[src/hdl/slcfp_pkg.sv]
// shared types and constants of the sync/length/checksum frame parser
// no dependencies; used by every module of the block and by the checker
`timescale 1ns / 1ps

package slcfp_pkg;

	localparam int MAX_PAYLOAD = 62;
	localparam int ADDR_W      = $clog2(MAX_PAYLOAD);
	localparam int LEN_W       = $clog2(MAX_PAYLOAD + 2);

	localparam logic [7:0] SYNC_BYTE = 8'h55;
	localparam logic [7:0] MAX_LEN   = 8'(MAX_PAYLOAD);

	typedef enum logic [1:0] {
		ST_OK   = 2'd0,
		ST_CSUM = 2'd1,
		ST_CMD  = 2'd2,
		ST_LONG = 2'd3
	} status_t;

	typedef enum logic [2:0] {
		PH_HUNT = 3'b001,
		PH_LEN  = 3'b010,
		PH_PAY  = 3'b100
	} phase_t;

	typedef enum logic [1:0] {
		BK_IDLE  = 2'b01,
		BK_FRAME = 2'b10
	} back_state_t;

	// one unit of work for the back end: a status result or a frame to replay
	typedef struct packed {
		status_t           status;
		logic [7:0]        data;
		logic [LEN_W-1:0]  len;
	} job_t;

	// payload store write port driven by the front end
	typedef struct packed {
		logic              en;
		logic [ADDR_W-1:0] addr;
		logic [7:0]        data;
	} mem_wr_t;

	function automatic logic is_known_cmd(input logic [7:0] c);
		logic known;
		unique case (c) inside
			8'h0A, 8'h0B, 8'h0C, 8'h0D, 8'h0E, 8'h0F, 8'h10, 8'h20: known = 1'b1;
			default: known = 1'b0;
		endcase
		return known;
	endfunction

endpackage

[src/hdl/slcfp_queue.sv]
// two-entry job queue between the front and back ends
// depends on slcfp_pkg
`timescale 1ns / 1ps

module slcfp_queue (
	input  logic            clk,
	input  logic            arst_n,
	input  logic            push,
	input  slcfp_pkg::job_t push_job,
	output logic            full,
	input  logic            pop,
	output logic            valid,
	output slcfp_pkg::job_t head
);

	slcfp_pkg::job_t entry_q [2];
	logic            wr_ptr_q;
	logic            rd_ptr_q;
	logic [1:0]      count_q;

	assign full  = (count_q == 2'd2);
	assign valid = (count_q != 2'd0);
	assign head  = entry_q[rd_ptr_q];

	always_ff @(posedge clk) begin
		if (push) begin
			entry_q[wr_ptr_q] <= push_job;
		end
	end

	always_ff @(posedge clk or negedge arst_n) begin
		if (!arst_n) begin
			wr_ptr_q <= 1'b0;
			rd_ptr_q <= 1'b0;
			count_q  <= 2'd0;
		end else begin
			if (push) begin
				wr_ptr_q <= ~wr_ptr_q;
			end
			if (pop) begin
				rd_ptr_q <= ~rd_ptr_q;
			end
			case ({push, pop})
				2'b10:   count_q <= count_q + 2'd1;
				2'b01:   count_q <= count_q - 2'd1;
				default: count_q <= count_q;
			endcase
		end
	end

endmodule

[src/hdl/slcfp_front.sv]
// front end: accepts input transfers, tracks framing, checksum and command,
// writes the payload store and posts jobs; depends on slcfp_pkg
`timescale 1ns / 1ps

module slcfp_front (
	input  logic              clk,
	input  logic              arst_n,
	input  logic              s_tvalid,
	output logic              s_tready,
	input  logic [7:0]        s_tdata,   // [7:0] in_byte
	input  logic              s_tuser,   // [0] op
	input  logic              q_full,
	input  logic              frame_done,
	output logic              push,
	output slcfp_pkg::job_t   push_job,
	output slcfp_pkg::mem_wr_t mem_wr
);

	slcfp_pkg::phase_t                phase_q, phase_d;
	logic [slcfp_pkg::LEN_W-1:0]      len_q, len_d;
	logic [slcfp_pkg::ADDR_W-1:0]     seen_q, seen_d;
	logic [7:0]                       sum_q, sum_d;
	logic [7:0]                       cmd_q, cmd_d;
	logic                             pend_q;
	logic                             accept;
	logic [slcfp_pkg::LEN_W:0]        seen_inc;
	logic [7:0]                       cmd_now;

	// a replayed frame still reads the store, so hold off until it is done
	assign s_tready = !q_full && !pend_q;
	assign accept   = s_tvalid && s_tready;
	assign seen_inc = (slcfp_pkg::LEN_W + 1)'(seen_q) + 1'b1;
	assign cmd_now  = (seen_q == '0) ? s_tdata : cmd_q;

	always_comb begin
		phase_d  = phase_q;
		len_d    = len_q;
		seen_d   = seen_q;
		sum_d    = sum_q;
		cmd_d    = cmd_q;
		push     = 1'b0;
		push_job = '0;
		mem_wr   = '0;
		if (accept) begin
			if (s_tuser) begin
				phase_d = slcfp_pkg::PH_HUNT;
			end else begin
				unique case (phase_q)
					slcfp_pkg::PH_LEN: begin
						if (s_tdata == 8'h00) begin
							phase_d = slcfp_pkg::PH_HUNT;
						end else if (s_tdata > slcfp_pkg::MAX_LEN) begin
							push            = 1'b1;
							push_job.status = slcfp_pkg::ST_LONG;
							push_job.data   = s_tdata;
							phase_d         = slcfp_pkg::PH_HUNT;
						end else begin
							len_d   = s_tdata[slcfp_pkg::LEN_W-1:0];
							seen_d  = '0;
							sum_d   = 8'h00;
							phase_d = slcfp_pkg::PH_PAY;
						end
					end
					slcfp_pkg::PH_PAY: begin
						mem_wr.en   = 1'b1;
						mem_wr.addr = seen_q;
						mem_wr.data = s_tdata;
						if (seen_q == '0) begin
							cmd_d = s_tdata;
						end
						if (seen_inc == (slcfp_pkg::LEN_W + 1)'(len_q)) begin
							push    = 1'b1;
							phase_d = slcfp_pkg::PH_HUNT;
							if (s_tdata != sum_q) begin
								push_job.status = slcfp_pkg::ST_CSUM;
								push_job.data   = s_tdata;
							end else if (!slcfp_pkg::is_known_cmd(cmd_now)) begin
								push_job.status = slcfp_pkg::ST_CMD;
								push_job.data   = cmd_now;
							end else begin
								push_job.status = slcfp_pkg::ST_OK;
								push_job.len    = len_q;
							end
						end else begin
							seen_d = seen_inc[slcfp_pkg::ADDR_W-1:0];
							sum_d  = sum_q + s_tdata;
						end
					end
					default: begin
						phase_d = (s_tdata == slcfp_pkg::SYNC_BYTE) ?
							slcfp_pkg::PH_LEN : slcfp_pkg::PH_HUNT;
					end
				endcase
			end
		end
	end

	always_ff @(posedge clk or negedge arst_n) begin
		if (!arst_n) begin
			phase_q <= slcfp_pkg::PH_HUNT;
			len_q   <= '0;
			seen_q  <= '0;
			sum_q   <= 8'h00;
			pend_q  <= 1'b0;
		end else begin
			phase_q <= phase_d;
			len_q   <= len_d;
			seen_q  <= seen_d;
			sum_q   <= sum_d;
			if (push && push_job.status == slcfp_pkg::ST_OK) begin
				pend_q <= 1'b1;
			end else if (frame_done) begin
				pend_q <= 1'b0;
			end
		end
	end

	always_ff @(posedge clk) begin
		cmd_q <= cmd_d;
	end

endmodule

[src/hdl/slcfp_back.sv]
// back end: holds the payload store, replays good frames byte by byte or
// emits a status result, through a read stage and an output register
// depends on slcfp_pkg
`timescale 1ns / 1ps

module slcfp_back (
	input  logic               clk,
	input  logic               arst_n,
	input  slcfp_pkg::mem_wr_t mem_wr,
	input  logic               q_valid,
	input  slcfp_pkg::job_t    q_head,
	output logic               pop,
	output logic               frame_done,
	output logic               m_tvalid,
	input  logic               m_tready,
	output logic [7:0]         m_tdata,   // [7:0] out_byte
	output logic               m_tlast,
	output logic [1:0]         m_tuser    // [1:0] status
);

	logic [7:0] store [slcfp_pkg::MAX_PAYLOAD];

	slcfp_pkg::back_state_t        state_q;
	logic [slcfp_pkg::LEN_W-1:0]   cnt_q;
	logic [slcfp_pkg::LEN_W-1:0]   len_q;

	// read stage
	logic                          valid_s1;
	logic                          from_mem_s1;
	logic [7:0]                    byte_s1;
	logic [7:0]                    rd_data_s1;
	logic                          last_s1;
	slcfp_pkg::status_t            status_s1;

	// output register
	logic                          out_valid_q;
	logic [7:0]                    out_byte_q;
	logic                          out_last_q;
	slcfp_pkg::status_t            out_status_q;

	logic                          out_free;
	logic                          s1_move;
	logic                          s1_free;
	logic                          issue;
	logic                          iss_mem;
	logic                          iss_last;
	logic [7:0]                    iss_byte;
	slcfp_pkg::status_t            iss_status;
	logic [slcfp_pkg::ADDR_W-1:0]  rd_addr;
	logic [slcfp_pkg::LEN_W-1:0]   cnt_dec;

	assign out_free = !out_valid_q || m_tready;
	assign s1_move  = valid_s1 && out_free;
	assign s1_free  = !valid_s1 || s1_move;
	assign cnt_dec  = cnt_q - 1'b1;
	assign rd_addr  = slcfp_pkg::ADDR_W'(cnt_q - 2'd2);

	always_comb begin
		issue      = 1'b0;
		pop        = 1'b0;
		frame_done = 1'b0;
		iss_mem    = 1'b0;
		iss_last   = 1'b0;
		iss_byte   = 8'h00;
		iss_status = slcfp_pkg::ST_OK;
		if (s1_free) begin
			unique case (state_q)
				slcfp_pkg::BK_FRAME: begin
					issue = 1'b1;
					if (cnt_q == slcfp_pkg::LEN_W'(1)) begin
						iss_byte = 8'(len_q);
					end else begin
						iss_mem  = 1'b1;
						// payload index cnt-2 is the last when it equals len-1
						iss_last = (cnt_dec == len_q);
					end
					frame_done = iss_last;
				end
				default: begin
					if (q_valid) begin
						issue      = 1'b1;
						pop        = 1'b1;
						iss_status = q_head.status;
						if (q_head.status == slcfp_pkg::ST_OK) begin
							iss_byte = slcfp_pkg::SYNC_BYTE;
						end else begin
							iss_byte = q_head.data;
							iss_last = 1'b1;
						end
					end
				end
			endcase
		end
	end

	always_ff @(posedge clk) begin
		if (mem_wr.en) begin
			store[mem_wr.addr] <= mem_wr.data;
		end
	end

	always_ff @(posedge clk) begin
		if (issue && iss_mem) begin
			rd_data_s1 <= store[rd_addr];
		end
	end

	always_ff @(posedge clk or negedge arst_n) begin
		if (!arst_n) begin
			state_q     <= slcfp_pkg::BK_IDLE;
			valid_s1    <= 1'b0;
			out_valid_q <= 1'b0;
		end else begin
			if (issue) begin
				if (state_q == slcfp_pkg::BK_FRAME) begin
					if (iss_last) begin
						state_q <= slcfp_pkg::BK_IDLE;
					end
				end else if (q_head.status == slcfp_pkg::ST_OK) begin
					state_q <= slcfp_pkg::BK_FRAME;
				end
			end
			if (s1_free) begin
				valid_s1 <= issue;
			end
			if (out_free) begin
				out_valid_q <= valid_s1;
			end
		end
	end

	always_ff @(posedge clk) begin
		if (issue) begin
			from_mem_s1 <= iss_mem;
			byte_s1     <= iss_byte;
			last_s1     <= iss_last;
			status_s1   <= iss_status;
			if (state_q == slcfp_pkg::BK_FRAME) begin
				cnt_q <= cnt_q + 1'b1;
			end else begin
				cnt_q <= slcfp_pkg::LEN_W'(1);
				len_q <= q_head.len;
			end
		end
		if (s1_move) begin
			out_byte_q   <= from_mem_s1 ? rd_data_s1 : byte_s1;
			out_last_q   <= last_s1;
			out_status_q <= status_s1;
		end
	end

	assign m_tvalid = out_valid_q;
	assign m_tdata  = out_byte_q;
	assign m_tlast  = out_last_q;
	assign m_tuser  = out_status_q;

endmodule

[src/hdl/sync_length_checksum_frame_parser.sv]
// path: a frame's first result passes the queue, read stage and output register
// throughput: one input transfer per cycle while the queue has room and no good
// frame is being replayed; a good frame of n payload bytes emits n+2 results at
// one per cycle unless stalled, and input is held off until its last store read
// reset: arst_n clears framing state, queue and output valid; the store is not cleared
// top level: front end, job queue and back end; depends on slcfp_pkg
`timescale 1ns / 1ps

module sync_length_checksum_frame_parser (
	input  logic       clk,
	input  logic       arst_n,
	input  logic       s_tvalid,
	output logic       s_tready,
	input  logic [7:0] s_tdata,   // [7:0] in_byte
	input  logic       s_tuser,   // [0] op
	output logic       m_tvalid,
	input  logic       m_tready,
	output logic [7:0] m_tdata,   // [7:0] out_byte
	output logic       m_tlast,
	output logic [1:0] m_tuser    // [1:0] status
);

	logic               q_full;
	logic               q_valid;
	logic               push;
	logic               pop;
	logic               frame_done;
	slcfp_pkg::job_t    push_job;
	slcfp_pkg::job_t    q_head;
	slcfp_pkg::mem_wr_t mem_wr;

	slcfp_front u_front (
		.clk        (clk),
		.arst_n     (arst_n),
		.s_tvalid   (s_tvalid),
		.s_tready   (s_tready),
		.s_tdata    (s_tdata),
		.s_tuser    (s_tuser),
		.q_full     (q_full),
		.frame_done (frame_done),
		.push       (push),
		.push_job   (push_job),
		.mem_wr     (mem_wr)
	);

	slcfp_queue u_queue (
		.clk      (clk),
		.arst_n   (arst_n),
		.push     (push),
		.push_job (push_job),
		.full     (q_full),
		.pop      (pop),
		.valid    (q_valid),
		.head     (q_head)
	);

	slcfp_back u_back (
		.clk        (clk),
		.arst_n     (arst_n),
		.mem_wr     (mem_wr),
		.q_valid    (q_valid),
		.q_head     (q_head),
		.pop        (pop),
		.frame_done (frame_done),
		.m_tvalid   (m_tvalid),
		.m_tready   (m_tready),
		.m_tdata    (m_tdata),
		.m_tlast    (m_tlast),
		.m_tuser    (m_tuser)
	);

endmodule

[config.mk]
export PLATFORM = sky130hd
export DESIGN_NAME = sync_length_checksum_frame_parser
export DESIGN_NICKNAME = d
export VERILOG_FILES = /design/src/hdl/slcfp_pkg.sv /design/src/hdl/slcfp_queue.sv /design/src/hdl/slcfp_front.sv /design/src/hdl/slcfp_back.sv /design/src/hdl/sync_length_checksum_frame_parser.sv
export SDC_FILE = /design/constraint.sdc
export NUM_CORES = 1
export LEC_CHECK = 0
export BUFFER_PORTS_ARGS = -buffer_cell sky130_fd_sc_hd__clkbuf_2
export CORE_MARGIN = 4
export CORE_UTILIZATION = 45
export CTS_CLUSTER_SIZE = 20
export DETAILED_ROUTE_END_ITERATION = 10
export GPL_TIMING_DRIVEN = 0
export HOLD_SLACK_MARGIN = 0.06
export SETUP_SLACK_MARGIN = 0.3
export SLEW_MARGIN = 5
export SYNTH_ARGS = -nofsm -noshare
export SYNTH_HDL_FRONTEND = slang
export SYNTH_SLANG_ARGS = --single-unit
[constraint.sdc]
create_clock -name clk -period 9 [get_ports clk]
set_input_delay 0.45 -clock clk [delete_from_list [all_inputs] [get_ports clk]]
set_output_delay 0.45 -clock clk [all_outputs]
set_load 0.02 [all_outputs]
# Word-level counts from Yosys, hierarchy flattened
# Memory sizes are Yosys's and may differ from the RTL's. A register that Yosys moved wholly into a read port is not among the register bits.
# Index checks and enable logic that the tools add are counted.
# word_totals
regBits,75
mem_bits_rw,528
inputBits,13
output_inout_bits,13
elab_cells,163
n_memories,2
# op_classes
add_sub_neg,7
n_lt_le_gt_ge,1
n_eq_ne,24
mux,72
bitwise,8
reduce_logical,28
# mem_list
memory,depth,width,rd,rd_clocked_by_memory_dff,wr,line_no,rtl
u_back.store,62,8,1,1,1,slcfp_back.sv:21,logic [7:0] store [slcfp_pkg::MAX_PAYLOAD];
u_queue.entry_q,2,16,1,0,1,slcfp_queue.sv:16,slcfp_pkg::job_t entry_q [2];
# op_table
op,n
$mux 8,9
$eq 8x4->1 const B,6
$mux 16,3
$mux 15,3
$mux 6,7
$mux 1,32
$mux 10,3
$pmux 10 s2,1
$pmux 8 s2,1
$mux 3,4
$pmux 6 s2,1
$mux 2,5
$reduce_bool 2->1,5
$add 8x8->8,1
$eq 8x5->1 const B,1
$eq 8x6->1 const B,1
$eq 8x7->1 const B,1
$gt 8x6->1 const B,1
$logic_not 8->1,1
$ne 8x8->1,1
$not 1->1,8
$reduce_or 8->1,1
$add 6x1->7 const B,1
$eq 7x6->1,1
other kinds (27),42

# Longest topological paths before layout
# depth
ltp_word,19
ltp_mapped,13
mapped_depth_nobuf,11

# Cells and area by module
# Synthesis repeated with hierarchy kept, for this count alone.
# hier_totals
cells_unflattened,1336
hier_area_um2,25187.9
# modules_own_cells
module,instances,cells_each,area_per_inst_um2,seq_area_each_um2
slcfp_back,1,1013,21384.3,16286.9
slcfp_front,1,257,2411.1,842.1
slcfp_queue,1,66,1392.6,1061.0

# Least setup slack after synthesis
# No wires, ideal clock.
# synth_path
path_type,reg-to-reg
from,register u_front.seen_q[0] (netlist name)
to,"memory u_queue.entry_q[1][0] (netlist name), enable pin"
setup_ns,0.389
arrival_ns,3.039
required_time_ns,8.611
path_slack_ns,5.573
path_stages_with_launch,11
n_path_buf,2
synth_period_minus_slack_ns,3.427
path_cell_list,dfrtp_1 > buf_2 > clkinv_1 > ha_1 > xor2_1 > a211oi_1 > o211ai_1 > nor4_2 > o21ai_0 > buf_2 > nor2_1
# synth_between
elab_chain_cells,8
# synth_rtl
element,line_no,rtl
from (decl),slcfp_front.sv:21,"logic [slcfp_pkg::ADDR_W-1:0] seen_q, seen_d;"
from (signal assigned),slcfp_front.sv:108,seen_q <= seen_d;
$add 6x1->7,slcfp_front.sv:32,assign seen_inc = (slcfp_pkg::LEN_W + 1)'(seen_q) + 1'b1;
$eq 7x6->1,slcfp_front.sv:71,if (seen_inc == (slcfp_pkg::LEN_W + 1)'(len_q)) begin
$mux 1,slcfp_front.sv:71,
$pmux 1 s2,slcfp_front.sv:48,unique case (phase_q)
$mux 1,slcfp_front.sv:45,if (s_tuser) begin
$mux 1,slcfp_front.sv:44,if (accept) begin
$mux 1,slcfp_queue.sv:26,if (push) begin
$mux 1 (implied by the code),slcfp_queue.sv:27,entry_q[wr_ptr_q] <= push_job;
to (decl),slcfp_queue.sv:16,
# No other way between the ends.

# Worst setup path after layout
# layout_path
from,register u_back.cnt_q[1] (netlist name)
to,"register u_back.rd_data_s1[6], read port of u_back.store, data pin"
# layout_between
elab_chain_cells,5
elab_cells_between_ends,6
classes_between,1 x add/sub; 1 x eq/ne; 3 x mux; 1 x reduce/logical
# layout_rtl
element,line_no,rtl
from (decl),slcfp_back.sv:24,logic [slcfp_pkg::LEN_W-1:0] cnt_q;
from (signal assigned),slcfp_back.sv:139,cnt_q <= cnt_q + 1'b1;
from (signal assigned),slcfp_back.sv:141,cnt_q <= slcfp_pkg::LEN_W'(1);
$eq 6x1->1,slcfp_back.sv:70,if (cnt_q == slcfp_pkg::LEN_W'(1)) begin
$mux 1,slcfp_back.sv:70,
$mux 1,slcfp_back.sv:67,unique case (state_q)
$mux 1,slcfp_back.sv:66,if (s1_free) begin
$logic_and 1x1->1,slcfp_back.sv:103,if (issue && iss_mem) begin
to (decl),slcfp_back.sv:31,logic [7:0] rd_data_s1;
# Parallel ways exist; a longest one is shown, timed or not.
# A chain may end at the register's enable or synchronous reset.

==> qor.txt <==
First-pass GRT wire length = 83600 µm
H-tree levels = 2
Initial core utilization = 45.86%
Leakage = 7.504 nW
Clock transition time at the flip-flop clock pins of the worst setup and hold paths = 60 ps
Final setup TNS = 0 ps
Die Wd = 243.3 µm
CP max FO = 10
Yosys reg bits = 611
Sequential fraction of the synthesis area = 72.99%
Fin. Hold Viols = 0
Setup crit end kind = flip-flop
Yosys top cell by area = edfxtp_1
Crit path time final = 4790 ps
Final setup viols = 0
Share of post-route cells with drive strength above 1 = 25.21%
Synth top area cells = edfxtp_1 (70%), mux4_2 (14%), dfrtp_1 (3.0%)
I/O Buffers = 24
Warning count from the yosys run = 0
Tightest Pin Transition = 1137 ps
Maxcap violations = 0
FP Rows = 85
RSZ-0062 raised after global routing = no
CP Class = reg2reg
CTS tree = yes
Gr ovfl total = 0
DP Wirelength = 37610 µm
Final Max Slew Viols = 0
Status = completed
Initial antenna violation count = 0
Fmax = 208.8 MHz
Clock root buffer = clkbuf_16
DR WL/cell = 25.65 µm
Element type at the critical path start = flip-flop
Total CTS buffers = 61
FFs w/ async S/R, synth = 5.237%
Height of the die = 243.3 µm
Pre-antenna DRT Iters = 4
Final nets = 1418
Placed Area = 0.02631 mm²
Netlist cell types = 66
Most common cell in the synthesized netlist = edfxtp_1
Post-synthesis average cell area = 19.36 µm²
Cell area after layout = 0.02835 mm²
Clock sinks = 611
Pin count of the biggest net entering global routing = 51
DRC = 0
Final wirelength = 55800 µm
Vias in the first global route = 12730
Post-Syn Instances = 1287
Total design power = 5.657 mW
Antenna viol nets, final = 0
Worst VDD drop = 0.0001482 V
Worst EP required = 9330 ps
Via Count = 12362
Worst clock skew = 16.21 ps
I/O pins = 26
Ant diodes = 0
Post-synth EDFFs = 579
Die area = 0.05921 mm²
Post-route clock period utilization = 53.22%
Bufs on Longest Clock Path = 3
Tot GR Track Use = 19.04%
Synthesized cell area = 0.02492 mm²
Pwr per Cell Area = 199.6 mW/mm²
Routability cong. = 0.7949
Synthesis-to-finish area growth = 13.74%
Worst-skew pair later-pin latency = 610 ps
Area of the core = 0.05435 mm²
Hold WC Path Type = in2reg
Vias per cell = 5.684
Initial DRC Count = 1184
Arr. time, crit path = 5120 ps
Mapped Nets = 1317
Main synth FF type = edfxtp_1
Commonest cells post-synth = edfxtp_1 (579), mux4_2 (160), nor2_1 (104)
Share of the synthesized area in the top cell type = 69.76%
Worst slew margin = 23.50%
## path summary, 6_finish.rpt
path | from | end | slack, ps | depth (start not counted)
worst min register to register | u_back.status_s1[1]$_SDFFCE_PP0P_ | u_back.m_tuser[1]$_DFFE_PP_ | 420 | 0
max in group asynchronous | arst_n | u_front.sum_q[3]$_DFFE_PN0P_ | 7940 | 2
min in group asynchronous | arst_n | u_back.m_tvalid$_DFFE_PN0P_ | 490 | 2
worst max-delay path | u_back.cnt_q[1]$_SDFFCE_PN0P_ | u_back.rd_data_s1[6]$_DFFE_PP_ | 4210 | 9
worst max register to register | u_back.cnt_q[1]$_SDFFCE_PN0P_ | u_back.rd_data_s1[6]$_DFFE_PP_ | 4210 | 9
worst min-delay path | m_tready | u_back.m_tvalid$_DFFE_PN0P_ | 170 | 3
## what timing repair did
action                                  4_1_cts  5_1_grt
endpoints found under the hold margin        30        0
resized for setup                             0        0
hold buffers                                  1        0
setup buffers                                 0        0
endpoints found under the setup margin        0        0
## layout by cell type (no fill, tap or decap), types with 7 or more instances in the layout
| cell | instances |
|---|---|
| edfxtp_1 | 579 |
| mux4_2 | 160 |
| nor2_1 | 98 |
| clkbuf_16 | 62 |
| clkbuf_1 | 47 |
| nand2_1 | 42 |
| o21ai_0 | 32 |
| dfrtp_1 | 30 |
| mux2_2 | 28 |
| clkbuf_2 | 24 |
| buf_2 | 21 |
| inv_1 | 21 |
| nand3_1 | 17 |
| a21oi_1 | 16 |
| xor2_1 | 16 |
| ha_1 | 16 |
| xnor2_1 | 15 |
| clkinv_1 | 13 |
| and2_1 | 10 |
| nand4_1 | 10 |
| clkinv_2 | 10 |
| nor3_1 | 9 |
| bufinv_16 | 9 |
| nor2b_1 | 8 |
| o31ai_1 | 8 |
| mux2i_1 | 7 |
## stage by stage
stage / instances / hold WS [ps] / utilization (%) / setup WS, ps
2_1_floorplan: 1287 / 154.4 / - / 5573
3_3_place_gp: 2050 / 408.0 / 47.78 / 2953
3_5_place_dp: 2063 / 406.3 / 48.41 / 4136
4_1_cts: 2175 / 137.9 / 52.14 / 4138
5_1_grt: 2175 / 188.6 / 52.16 / 3998
6_report: 2175 / 168.3 / 52.16 / 4210
## sequential cells by signal, summed over array words and instances (netlist names), 8 cells and up
name and flops:
u_back.store 496, u_queue.entry_q 32, u_front.sum_q 8, u_back.rd_data_s1 8
u_back.m_tdata 8, u_front.cmd_q 8, u_back.byte_s1 8
## cell type report
cell class / instances / area (µm²)
tap: 739 / 924.6
buffer: 64 / 311.5
sequential: 611 / 18190
inverter: 23 / 86.33
fill: 4274 / 26000
timing repair buffer: 38 / 430.4
clock inverter: 36 / 416.7
clock buffer: 75 / 1600
multi-input combinational: 589 / 6386
## routing by layer
layer	part of all wire, %	vias to the layer above	global-route usage, %
li1	-	5440	-
met1	43	6517	27.10
met2	48	318	30.40
met3	6.5	87	4.376
met4	2.2	0	4.464
met5	0	-	0
## power breakdown
| part | switching (mW) | internal [mW] | leakage, nW | total (mW) |
|---|---|---|---|---|
| logic | 0.0144 | 0.00594 | 2.10 | 0.0203 |
| clock network | 1.06 | 1.52 | 0.988 | 2.57 |
| registers | 0.0000000000000000716 | 3.06 | 4.41 | 3.06 |
| total | 1.07 | 4.59 | 7.50 | 5.66 |
## cells by family (layout without fill, tap and decap cells)
family          Yosys count  count (layout)  synth area share, %
buf+inv                  87             236                1.596
xor+xnor                 32              32                1.125
fa+ha+maj                17              17               0.8836
flops                   611             611                72.99
compound gates          101             101                2.706
simple gates            244             244                4.699
mux                     195             195                16.00
## worst max-delay path: stages (launching register included)
cell and delay, ps:
edfxtp_1 390, clkbuf_1 370, clkbuf_1 670, buf_2 400, inv_1 150, ha_1 260, xor2_1 540, buf_2 490
mux4_2 680, mux4_2 550
Power figures use the tool's default switching activity.
